File: src/rtl/ajm_pkg.sv
package ajm_pkg;

  // Operating mode, priority alarm over join over normal
  typedef enum logic [1:0] {
    MODE_NORMAL = 2'd0,
    MODE_JOIN   = 2'd1,
    MODE_ALARM  = 2'd2
  } mode_t;

  // Event codes; codes above smoke cleared act like none
  typedef enum logic [4:0] {
    EV_NONE          = 5'd0,
    EV_JOIN_ENTER    = 5'd1,
    EV_JOIN_EXIT     = 5'd2,
    EV_JOIN_TIMEOUT  = 5'd3,
    EV_FACTORY_RESET = 5'd4,
    EV_TEST          = 5'd5,
    EV_HOLD_START    = 5'd6,
    EV_HOLD_STOP     = 5'd7,
    EV_JOIN_REQUEST  = 5'd8,
    EV_EXIT          = 5'd9,
    EV_CONFIRM       = 5'd10,
    EV_HEARTBEAT     = 5'd11,
    EV_REMOTE_ON     = 5'd12,
    EV_REMOTE_OFF    = 5'd13,
    EV_REMOTE_SILENCE = 5'd14,
    EV_GATEWAY_LOST  = 5'd15,
    EV_JOIN_ACCEPTED = 5'd16,
    EV_ENTER_OPER    = 5'd17,
    EV_EXIT_GATEWAY  = 5'd18,
    EV_LINK_TEST     = 5'd19,
    EV_SMOKE_ON      = 5'd20,
    EV_SMOKE_OFF     = 5'd21
  } kind_t;

  // Configuration register indexes
  localparam logic [1:0] REG_REMOTE_SILENCE = 2'd0;
  localparam logic [1:0] REG_PREJOIN_TEST   = 2'd1;
  localparam logic [1:0] REG_JOIN_SUCCESS   = 2'd2;
  localparam logic [1:0] REG_LINK_TEST      = 2'd3;

  localparam int CFG_IDX_W = 2;
  localparam int CFG_W     = 16;
  localparam int ACT_W     = 19;

  // Action bit positions
  localparam int ACT_JOIN_IND   = 0;
  localparam int ACT_STOP_PRE   = 1;
  localparam int ACT_LINK_JOIN  = 2;
  localparam int ACT_LOCAL_WR   = 3;
  localparam int ACT_REMOTE_WR  = 4;
  localparam int ACT_NOTIFY_ON  = 5;
  localparam int ACT_NOTIFY_OFF = 6;
  localparam int ACT_CLR_SIL    = 7;
  localparam int ACT_STORE_RST  = 8;
  localparam int ACT_LINK_INIT  = 9;
  localparam int ACT_JOIN_REQ   = 10;
  localparam int ACT_EXIT_REQ   = 11;
  localparam int ACT_HEARTBEAT  = 12;
  localparam int ACT_SILENCE    = 13;
  localparam int ACT_PREJOIN    = 14;
  localparam int ACT_JOIN_OK    = 15;
  localparam int ACT_LINK_TEST  = 16;
  localparam int ACT_FIRE_REC   = 17;
  localparam int ACT_FLUSH      = 18;

  typedef struct packed {
    logic [4:0]  kind;
    logic        link_joined;
    logic        clock_synced;
    logic        clock_readable;
    logic [31:0] clock_seconds;
  } item_t;

  typedef struct packed {
    logic [1:0]       mode;
    logic             local_alarm_level;
    logic             remote_alarm_level;
    logic             join_active;
    logic [ACT_W-1:0] actions;
    logic [15:0]      duration_seconds;
    logic [31:0]      fire_start_seconds;
  } result_t;

  typedef struct packed {
    mode_t mode;
    logic  local_alarm;
    logic  remote_alarm;
    logic  smoke;
    logic  hold_active;
    logic  join_on;
  } ctrl_state_t;

  typedef struct packed {
    logic [CFG_W-1:0] remote_silence_seconds;
    logic [CFG_W-1:0] prejoin_test_seconds;
    logic [CFG_W-1:0] join_success_seconds;
    logic [CFG_W-1:0] link_test_seconds;
  } cfg_t;

endpackage

File: src/rtl/ajm_in_if.sv
interface ajm_in_if;
  import ajm_pkg::*;

  logic  valid;
  logic  ready;
  item_t data;

  modport source (output valid, output data, input ready);
  modport sink (input valid, input data, output ready);
endinterface

File: src/rtl/ajm_out_if.sv
interface ajm_out_if;
  import ajm_pkg::*;

  logic    valid;
  logic    ready;
  result_t data;

  modport source (output valid, output data, input ready);
  modport sink (input valid, input data, output ready);
endinterface

File: src/rtl/alarm_join_mode_controller_core.sv
// Channel   Dir  Payload                                          Handshake
// in_ch     in   kind, link_joined, clock_synced, clock_readable,  valid/ready
//                clock_seconds
// out_ch    out  mode, alarm levels, join_active, actions,         valid/ready
//                duration_seconds, fire_start_seconds
// cfg       in   cfg_index, cfg_data                              cfg_we, no wait
//
// One item per cycle sustained while out_ch is ready: an item is held in the
// input register, its flags and result are computed by one shallow decode and
// land in the result register, which drives out_ch. Synchronous active-high
// reset clears the flags, the valid bits and loads the default durations. A
// stalled output holds the result register; the input register takes one more
// item and then holds, dropping in_ch.ready.
module alarm_join_mode_controller_core (
  input  logic                          clk,
  input  logic                          rst,
  ajm_in_if.sink                        in_ch,
  ajm_out_if.source                     out_ch,
  input  logic                          cfg_we,
  input  logic [ajm_pkg::CFG_IDX_W-1:0] cfg_index,
  input  logic [ajm_pkg::CFG_W-1:0]     cfg_data
);
  import ajm_pkg::*;

  ctrl_state_t st;
  ctrl_state_t st_next;
  cfg_t        cfg;
  logic        s1_valid;
  item_t       s1_item;
  logic        out_valid;
  result_t     out_data;
  result_t     res;
  logic        advance;
  logic        in_ready;

  // Move stage one forward whenever the result register is free or draining
  assign advance  = !out_valid || out_ch.ready;
  assign in_ready = !s1_valid || advance;

  assign in_ch.ready  = in_ready;
  assign out_ch.valid = out_valid;
  assign out_ch.data  = out_data;

  ajm_step u_step (
    .st      (st),
    .cfg     (cfg),
    .item    (s1_item),
    .st_next (st_next),
    .res     (res)
  );

  // Configuration writes
  always_ff @(posedge clk) begin
    if (rst) begin
      cfg.remote_silence_seconds <= CFG_W'(540);
      cfg.prejoin_test_seconds   <= CFG_W'(8);
      cfg.join_success_seconds   <= CFG_W'(6);
      cfg.link_test_seconds      <= CFG_W'(10);
    end else if (cfg_we) begin
      unique case (cfg_index)
        REG_REMOTE_SILENCE: cfg.remote_silence_seconds <= cfg_data;
        REG_PREJOIN_TEST:   cfg.prejoin_test_seconds   <= cfg_data;
        REG_JOIN_SUCCESS:   cfg.join_success_seconds   <= cfg_data;
        REG_LINK_TEST:      cfg.link_test_seconds      <= cfg_data;
        default: ;
      endcase
    end
  end

  // Input register
  always_ff @(posedge clk) begin
    if (rst) begin
      s1_valid <= 1'b0;
    end else if (in_ready) begin
      s1_valid <= in_ch.valid;
    end
  end

  always_ff @(posedge clk) begin
    if (in_ready && in_ch.valid) s1_item <= in_ch.data;
  end

  // Controller flags advance with each item leaving stage one
  always_ff @(posedge clk) begin
    if (rst) begin
      st <= '{mode: MODE_NORMAL, default: 1'b0};
    end else if (s1_valid && advance) begin
      st <= st_next;
    end
  end

  // Result register
  always_ff @(posedge clk) begin
    if (rst) begin
      out_valid <= 1'b0;
    end else if (advance) begin
      out_valid <= s1_valid;
    end
  end

  always_ff @(posedge clk) begin
    if (s1_valid && advance) out_data <= res;
  end

endmodule

File: src/rtl/ajm_step.sv
module ajm_step (
  input  ajm_pkg::ctrl_state_t st,
  input  ajm_pkg::cfg_t        cfg,
  input  ajm_pkg::item_t       item,
  output ajm_pkg::ctrl_state_t st_next,
  output ajm_pkg::result_t     res
);
  import ajm_pkg::*;

  ctrl_state_t      nxt;
  logic [ACT_W-1:0] acts;
  logic [15:0]      dur;
  logic [31:0]      fire_at;
  mode_t            new_mode;

  always_comb begin
    nxt      = st;
    acts     = '0;
    dur      = '0;
    fire_at  = '0;
    new_mode = MODE_NORMAL;

    // Apply the event to the flags
    unique case (item.kind) inside
      EV_JOIN_ENTER: begin
        if (st.mode != MODE_ALARM && !st.join_on && !item.link_joined) begin
          nxt.join_on = 1'b1;
          acts[ACT_JOIN_IND]  = 1'b1;
          acts[ACT_STOP_PRE]  = 1'b1;
          acts[ACT_LINK_JOIN] = 1'b1;
        end
      end
      EV_JOIN_EXIT, EV_JOIN_TIMEOUT: begin
        if (st.join_on) begin
          nxt.join_on = 1'b0;
          acts[ACT_JOIN_IND]  = 1'b1;
          acts[ACT_LINK_JOIN] = 1'b1;
        end
      end
      EV_FACTORY_RESET: begin
        if (st.mode != MODE_ALARM) begin
          if (st.join_on) begin
            acts[ACT_JOIN_IND]  = 1'b1;
            acts[ACT_LINK_JOIN] = 1'b1;
          end
          nxt.join_on      = 1'b0;
          nxt.hold_active  = 1'b0;
          nxt.smoke        = 1'b0;
          nxt.local_alarm  = 1'b0;
          nxt.remote_alarm = 1'b0;
          acts[ACT_LOCAL_WR]  = 1'b1;
          acts[ACT_REMOTE_WR] = 1'b1;
          acts[ACT_CLR_SIL]   = 1'b1;
          acts[ACT_STORE_RST] = 1'b1;
          acts[ACT_LINK_INIT] = 1'b1;
        end
      end
      EV_TEST: begin
        if (st.mode == MODE_NORMAL && !st.join_on && !item.link_joined) begin
          acts[ACT_PREJOIN] = 1'b1;
          dur = cfg.prejoin_test_seconds;
        end
      end
      EV_HOLD_START: begin
        if (st.mode == MODE_NORMAL && item.link_joined) begin
          nxt.hold_active = 1'b1;
          nxt.local_alarm = 1'b1;
          acts[ACT_LOCAL_WR]  = 1'b1;
          acts[ACT_NOTIFY_ON] = 1'b1;
        end
      end
      EV_HOLD_STOP: begin
        if (st.hold_active) begin
          nxt.hold_active = 1'b0;
          if (!st.smoke) begin
            nxt.local_alarm = 1'b0;
            acts[ACT_LOCAL_WR]   = 1'b1;
            acts[ACT_NOTIFY_OFF] = 1'b1;
          end
        end
      end
      EV_JOIN_REQUEST: begin
        if (st.mode == MODE_NORMAL) acts[ACT_JOIN_REQ] = 1'b1;
      end
      EV_EXIT: begin
        if (st.mode == MODE_NORMAL) acts[ACT_EXIT_REQ] = 1'b1;
      end
      EV_HEARTBEAT: begin
        acts[ACT_HEARTBEAT] = 1'b1;
      end
      EV_REMOTE_ON: begin
        nxt.remote_alarm = 1'b1;
        acts[ACT_REMOTE_WR] = 1'b1;
      end
      EV_REMOTE_OFF: begin
        nxt.remote_alarm = 1'b0;
        acts[ACT_REMOTE_WR] = 1'b1;
        acts[ACT_CLR_SIL]   = 1'b1;
      end
      EV_REMOTE_SILENCE: begin
        acts[ACT_SILENCE] = 1'b1;
        dur = cfg.remote_silence_seconds;
      end
      EV_JOIN_ACCEPTED, EV_ENTER_OPER: begin
        if (st.join_on) begin
          nxt.join_on = 1'b0;
          acts[ACT_JOIN_IND]  = 1'b1;
          acts[ACT_LINK_JOIN] = 1'b1;
          acts[ACT_JOIN_OK]   = 1'b1;
          dur = cfg.join_success_seconds;
        end
      end
      EV_LINK_TEST: begin
        if (st.mode == MODE_NORMAL) begin
          acts[ACT_LINK_TEST] = 1'b1;
          dur = cfg.link_test_seconds;
        end
      end
      EV_SMOKE_ON: begin
        nxt.smoke       = 1'b1;
        nxt.local_alarm = 1'b1;
        acts[ACT_LOCAL_WR]  = 1'b1;
        acts[ACT_NOTIFY_ON] = 1'b1;
      end
      EV_SMOKE_OFF: begin
        nxt.smoke = 1'b0;
        if (!st.hold_active) begin
          nxt.local_alarm = 1'b0;
          acts[ACT_LOCAL_WR]   = 1'b1;
          acts[ACT_NOTIFY_OFF] = 1'b1;
        end
      end
      default: ;
    endcase

    // Derive the mode from the final flags; the mode always tracks the flags
    if (nxt.local_alarm || nxt.remote_alarm) new_mode = MODE_ALARM;
    else if (nxt.join_on)                     new_mode = MODE_JOIN;
    else                                      new_mode = MODE_NORMAL;

    // Record the fire start on alarm entry, flush on alarm to normal
    if (st.mode != MODE_ALARM && new_mode == MODE_ALARM &&
        item.clock_synced && item.clock_readable) begin
      acts[ACT_FIRE_REC] = 1'b1;
      fire_at = item.clock_seconds;
    end
    if (st.mode == MODE_ALARM && new_mode == MODE_NORMAL) acts[ACT_FLUSH] = 1'b1;

    nxt.mode = new_mode;
  end

  assign st_next = nxt;

  assign res.mode               = nxt.mode;
  assign res.local_alarm_level  = nxt.local_alarm;
  assign res.remote_alarm_level = nxt.remote_alarm;
  assign res.join_active        = nxt.join_on;
  assign res.actions            = acts;
  assign res.duration_seconds   = dur;
  assign res.fire_start_seconds = fire_at;

endmodule

File: src/flat_wrapper.sv
// flat-port wrapper written by rule: the top's interface ports become plain ports
module alarm_join_mode_controller_core_flat import ajm_pkg::*;
  (clk, rst, cfg_we, cfg_index, cfg_data, in_ch_valid, in_ch_data, in_ch_ready, out_ch_valid, out_ch_data, out_ch_ready);
  ajm_in_if in_ch_i ();
  ajm_out_if out_ch_i ();
  input  logic clk;
  input  logic rst;
  input  logic cfg_we;
  input  logic [ajm_pkg::CFG_IDX_W-1:0] cfg_index;
  input  logic [ajm_pkg::CFG_W-1:0] cfg_data;
  input wire logic [$bits(in_ch_i.valid)-1:0] in_ch_valid;
  input wire logic [$bits(in_ch_i.data)-1:0] in_ch_data;
  output wire logic [$bits(in_ch_i.ready)-1:0] in_ch_ready;
  output wire logic [$bits(out_ch_i.valid)-1:0] out_ch_valid;
  output wire logic [$bits(out_ch_i.data)-1:0] out_ch_data;
  input wire logic [$bits(out_ch_i.ready)-1:0] out_ch_ready;
  assign in_ch_i.valid = in_ch_valid;
  assign in_ch_i.data = in_ch_data;
  assign in_ch_ready = in_ch_i.ready;
  assign out_ch_valid = out_ch_i.valid;
  assign out_ch_data = out_ch_i.data;
  assign out_ch_i.ready = out_ch_ready;
  alarm_join_mode_controller_core u_core (.clk(clk), .rst(rst), .in_ch(in_ch_i), .out_ch(out_ch_i), .cfg_we(cfg_we), .cfg_index(cfg_index), .cfg_data(cfg_data));
endmodule
File: config.mk
export PLATFORM = sky130hd
export DESIGN_NAME = alarm_join_mode_controller_core_flat
export DESIGN_NICKNAME = d
export VERILOG_FILES = /design/src/rtl/ajm_pkg.sv /design/src/rtl/ajm_in_if.sv /design/src/rtl/ajm_out_if.sv /design/src/rtl/alarm_join_mode_controller_core.sv /design/src/rtl/ajm_step.sv /design/src/flat_wrapper.sv
export SDC_FILE = /design/constraint.sdc
export NUM_CORES = 1
export LEC_CHECK = 0
export ABC_AREA = 0
export ABC_CLOCK_PERIOD_IN_PS = 7800
export BUFFER_PORTS_ARGS = -buffer_cell sky130_fd_sc_hd__clkbuf_2
export CORE_MARGIN = 2
export CORE_UTILIZATION = 59
export DETAILED_ROUTE_END_ITERATION = 16
export PLACE_DENSITY = 0.95
export SYNTH_ARGS = -nofsm -noshare
export SYNTH_HDL_FRONTEND = slang
export SYNTH_SLANG_ARGS = --single-unit
File: constraint.sdc
create_clock -name clk -period 7.8 [get_ports clk]
set_input_delay 1.17 -clock clk [delete_from_list [all_inputs] [get_ports clk]]
set_output_delay 1.17 -clock clk [all_outputs]
set_load 0.05 [all_outputs]
Word level (Yosys, flattened, before mapping) --
Cells that the tools add are included.
Storage, ports and cells: word-level logic and storage cells 129, flip-flop bits (word level) 185, output and inout bits 74
Operators by class: equality and inequality tests 26, multiplexer cells 40, reduce and logical (&&, ||, !) cells 32
Operator list (number):
- $pmux W16 S4 | 1
- $mux W16 | 3
- $eq A5 B4 Y1 const B | 6
- $eq A5 B5 Y1 const B | 5
- $eq A5 B3 Y1 const B | 4
- $mux W1 | 19
- $pmux W1 S3 | 6
- $logic_and A1 B1 Y1 | 11
- $eq A5 B2 Y1 const B | 2
- $pmux W1 S5 | 2
- $mux W3 | 3
- $eq A2 B2 Y1 const B | 4
- $pmux W1 S2 | 4
- $reduce_and A2 Y1 | 4
- $logic_not A2 Y1 | 3
- $reduce_bool A3 Y1 | 2
- $eq A5 B1 Y1 const B | 1
- $mux W5 | 1
- $logic_not A1 Y1 | 4
- $ne A2 B1 Y1 const B | 2
- $reduce_and A4 Y1 | 1
- $reduce_or A2 Y1 | 2
- $reduce_or A4 Y1 | 1
- $logic_or A1 B1 Y1 | 3
- 4 further kinds | 4

Longest topological paths before layout --
depth in word-level cells 12, depth in mapped cells 7, depth with buffers taken out 6

Modules after synthesis --
Synthesis repeated with hierarchy kept, for this count alone.
Unflattened totals: cells, all modules 617, area total of the unflattened synthesis 7154.4 um2
Modules (own cells, without submodules):
- alarm_join_mode_controller_core | cells an instance 435, seq. area each 4824.6 um2, area an instance 6033.3 um2, times used 1
- ajm_step | cells an instance 182, seq. area each 0.0 um2, area an instance 1121.1 um2, times used 1

Worst setup path after synthesis --
OpenSTA, ideal clock, no wires.
kind input -> register, from input port out_ch_ready, to register u_core.st[4] (netlist name), required time 7.594 ns, setup time 0.206 ns, arrival 3.090 ns, path slack 4.504 ns, stages 4, cell sequence nand2b_1 > nand2_1 > inv_1 > a311oi_1
Between the ends: word-level cells in the longest chain between the ends 2
Ends and longest elaborated chain:
- from (decl) | line flat_wrapper.sv:16 | input wire logic [$bits(out_ch_i.ready)-1:0] out_ch_ready;
- $logic_or A1 B1 Y1 | line alarm_join_mode_controller_core.sv:37 | assign advance = !out_valid || out_ch.ready;
- $logic_and A1 B1 Y1 | line alarm_join_mode_controller_core.sv:87 | end else if (s1_valid && advance) begin
No other way between the ends. A chain may end at the register's enable or synchronous reset.

Final worst setup path --
from input port out_ch_ready, to output port in_ch_ready
Between the ends: word-level cells in the longest chain between the ends 2
Ends and longest elaborated chain:
- $logic_or A1 B1 Y1 | line alarm_join_mode_controller_core.sv:37
- $logic_or A1 B1 Y1 | line alarm_join_mode_controller_core.sv:38 | assign in_ready = !s1_valid || advance;
- to (decl) | line flat_wrapper.sv:13 | output wire logic [$bits(in_ch_i.ready)-1:0] in_ch_ready;
No other way between the ends.

==> qor.tcl <==
set qor(fin_worst_hold_slack_ns) 0.4567
set qor(setup.worst_path.start) {out_ch_ready}
set qor(synth_area_um2) 6850
set qor(via_per_inst) 5.862
set qor(layout.cells.most_common) {nand2_1}
set qor(synth-main-ff-cell) {edfxtp_1}
set qor(placement.cell_area_um2) 7612
set qor(routed_wirelength_um) 15910
set qor(final_nets) 790
set qor(worstSkewPairLatency_ns) 0.42
set qor(grt_remaining_overflow) 0
set qor(cts-htree-levels) 4
set qor(power_density_nw_per_um2) 257.5
set qor(worst-setup-path-type) {in -> out}
set qor(finish.utilization) 0.7235
set qor(hold_path.class) {reg -> reg}
set qor(final.period_utilization) 0.3776
set qor(finClkSkew_ns) 0.01076
set qor(ys_seq_area_frac) 0.6955
set qor(crit_path_end_kind) {output port}
set qor(synth_area_in_simple_gates) 0.1856
set qor(r2r_end) {u_core.out_ch.data[21]$_SDFFCE_PN0P_}
set qor(post_synth_xor_area_fraction) 0
set qor(dpl.hpwl_um) 10030
set qor(syn_avg_cell_area_um2) 11.44
set qor(worstPathArrival_ns) 1.78
set qor(pin_count) 137
set qor(async_flop_share) 0
set qor(worst_reg_to_reg_cells) 4
set qor(setup_ws_pre_cts_ns) 4.666
set qor(cap_viol_max_count) 0
set qor(worst_setup_sp_type) {primary input}
set qor(max-vdd-ir-drop_v) 0.0001701
set qor(synth_mux_area_frac) 0
set qor(grt_max_degree) 66
set qor(tritoncts_clock_tree) {done}
set qor(worstReg2RegStart) {u_core.s1_item[36]$_DFFE_PP_}
set qor(global_route.usage.total) 0.2534
set qor(drt-initial-drc-count) 561
set qor(cp_max_fo) 3
set qor(main_combinational_cell_family_by_area_after_synthesis) {simple AND/OR/NAND/NOR gates}
set qor(placement_rows) 39
set qor(synth_area_leader_cell) {edfxtp_1}
set qor(firstDrtPassIters) 8
set qor(final_cell_mix) {176 x nand2_1, 136 x clkbuf_2, 110 x edfxtp_1, 73 x dfxtp_1, 60 x a21oi_1}
set qor(drive_above_1_share) 0.2514
set qor(finalCriticalPeriod_ns) 2.945
set qor(ys_types) 50
set qor(synth_enable_flop_cells) 110
set qor(fp.dieH_um) 111.8
set qor(syn_nets) 662
set qor(tritoncts.num_buffers) 17
set qor(dr_total_vias) 5176
set qor(synth_compound_gate_area_share) 0.09571
set qor(worst_pin_slew_ns) 1.338
set qor(ys.warnings.count) 0
set qor(port-buffer-count) 136
set qor(area_growth_syn_to_layout_pct) 20.07
set qor(post_synth_fa_ha_maj_area_fraction) 0
set qor(postCtsSetupRepairBufs) 0
set qor(cts_num_sinks) 183
set qor(post_cts.resized_instances) 0
set qor(grt_antenna_before_repair) 0
set qor(finalHoldViolations) 0
set qor(global_route_wire_length_before_repair_um) 24760
set qor(cts-root-buf) {clkbuf_16}
set qor(yosys_register_bits) 183
set qor(cts.reportedPaths.clkPinSlew_ns) 0.06
set qor(number_of_instances_in_the_synthesized_netlist) 599
set qor(starting_density_of_the_core) 0.6025
set qor(design.core.area_um2) 11370
set qor(post-route-worst-setup-slack_ns) 4.855
set qor(final_max_slew_viol_count) 0
set qor(fin_area_um2) 8225
set qor(holdBufCountCts) 0
set qor(max_clock_freq_mhz) 339.5
set qor(required_ns) 6.63
set qor(leak_uw) 0.003271
set qor(fp.dieW_um) 111.8
set qor(grt_pass1_vias) 5139
set qor(ant_nets) 0
set qor(ff2ff_setup_slack_ns) 5.09
set qor(rel_slew_slack) 0.1045
set qor(antenna-diode-count) 0
set qor(detail_route.wl_per_cell_um) 18.01
set qor(clockBufferDepth) 2
set qor(die_area_um2) 12490
set qor(setup_tns_ns) 0
set qor(grt_setup_unrepaired) {no}
set qor(capture_point_of_the_worst_path) {in_ch_ready}
set qor(finalSetupViolCount) 0
set qor(most_area_consuming_cells_after_synthesis) {edfxtp_1 48%, dfxtp_1 21%, nand2_1 9.6%}
set qor(yosys.area.top_type_share) 0.4822
set qor(outcome) {finished clean}
set qor(min-delay-start) {u_core.cfg[36]$_SDFFE_PP0P_}
set qor(detail_route.drc_violations) 0
set qor(gp_routability_congestion) 0.9760
-- cells by family (layout without fill, tap and decap cells) --
group | count (synthesis) | in the layout
AOI/OAI and AO/OA | 100 | 100
buffers and inverters | 37 | 178
DFF | 183 | 183
and+or+nand+nor | 279 | 279
-- flip-flops by register name (all words and copies together), names as in the netlist --
signal and cells:
u_core.out_ch.data 70, u_core.cfg 64, u_core.s1_item 40, u_core.st 7, u_core.out_ch.valid 1, u_core.s1_valid 1
-- worst max-delay path, stage by stage --
cell and delay [ns]:
clkbuf_2 0.09, nor2b_1 0.18, nand2_1 0.09, clkbuf_2 0.24
-- cells in the mapped netlist (2+ instances only) --
cell        n
a211oi_1    2
or2_2       2
o21a_1      2
or3_1       3
clkbuf_1   20
nor2_1     18
inv_1       3
and2_1     33
nor4_1      2
buf_4       2
nor2b_1     5
a222oi_1   16
o21ai_0     3
edfxtp_1  110
nor3_1      4
a211o_1     2
and3_1      2
dfxtp_1    73
a21oi_1    60
nor3b_1     2
nand2_1   176
nand2b_1    8
a21o_1      2
buf_2      10
nand3_1    14
-- where the power goes --
| part | leakage [µW] | internal, µW | switching (µW) |
|---|---|---|---|
| clock | 0.000285 | 514 | 357 |
| sequential | 0.00168 | 1070 | 20.7 |
| combinational | 0.00130 | 40.6 | 119 |
-- per-stage QoR --
| stage | instances | total power (µW) |
|---|---|---|
| 6_report | 883 | 2118 |
| 5_1_grt | 883 | 2174 |
| 4_1_cts | 883 | 2122 |
| 3_5_place_dp | 851 | 1263 |
| 3_3_place_gp | 851 | 1255 |
| 2_1_floorplan | 599 | 1210 |
-- metal layers --
layer  routed length [µm]  up-vias  part of all wire  track usage
met3                 1375       56             0.086      0.05661
met2                 8039      349              0.51       0.4255
li1                     -     2363                 -            -
met5                    0        -                 0            0
met1                 5853     2408              0.37       0.2989
met4                  638        0             0.040       0.1531
-- area by class of cell --
type | instances | area (µm²)
flip-flops and latches | 183 | 4765
fillers | 723 | 3144
multi-input cells | 379 | 1928
repair buffers | 142 | 725.7
clock buffers | 18 | 439.2
well taps | 143 | 178.9
clock inverters | 14 | 173.9
inverters | 4 | 15.01
-- how the worst min path moves through the flow --
stage / endpoint / slack, ns / cells after the start
detailed placement: u_core.cfg[36]$_SDFFE_PP0P_ / 0.45 / 2
finish: u_core.cfg[36]$_SDFFE_PP0P_ / 0.46 / 2
global placement: u_core.cfg[24]$_SDFFE_PP0P_ / 0.44 / 2
global route: u_core.cfg[44]$_SDFFE_PP0P_ / 0.48 / 2
CTS: u_core.cfg[36]$_SDFFE_PP0P_ / 0.46 / 2
floorplan: u_core.cfg[10]$_SDFFE_PP0P_ / 0.44 / 2
(Power assumes the default switching activity.)
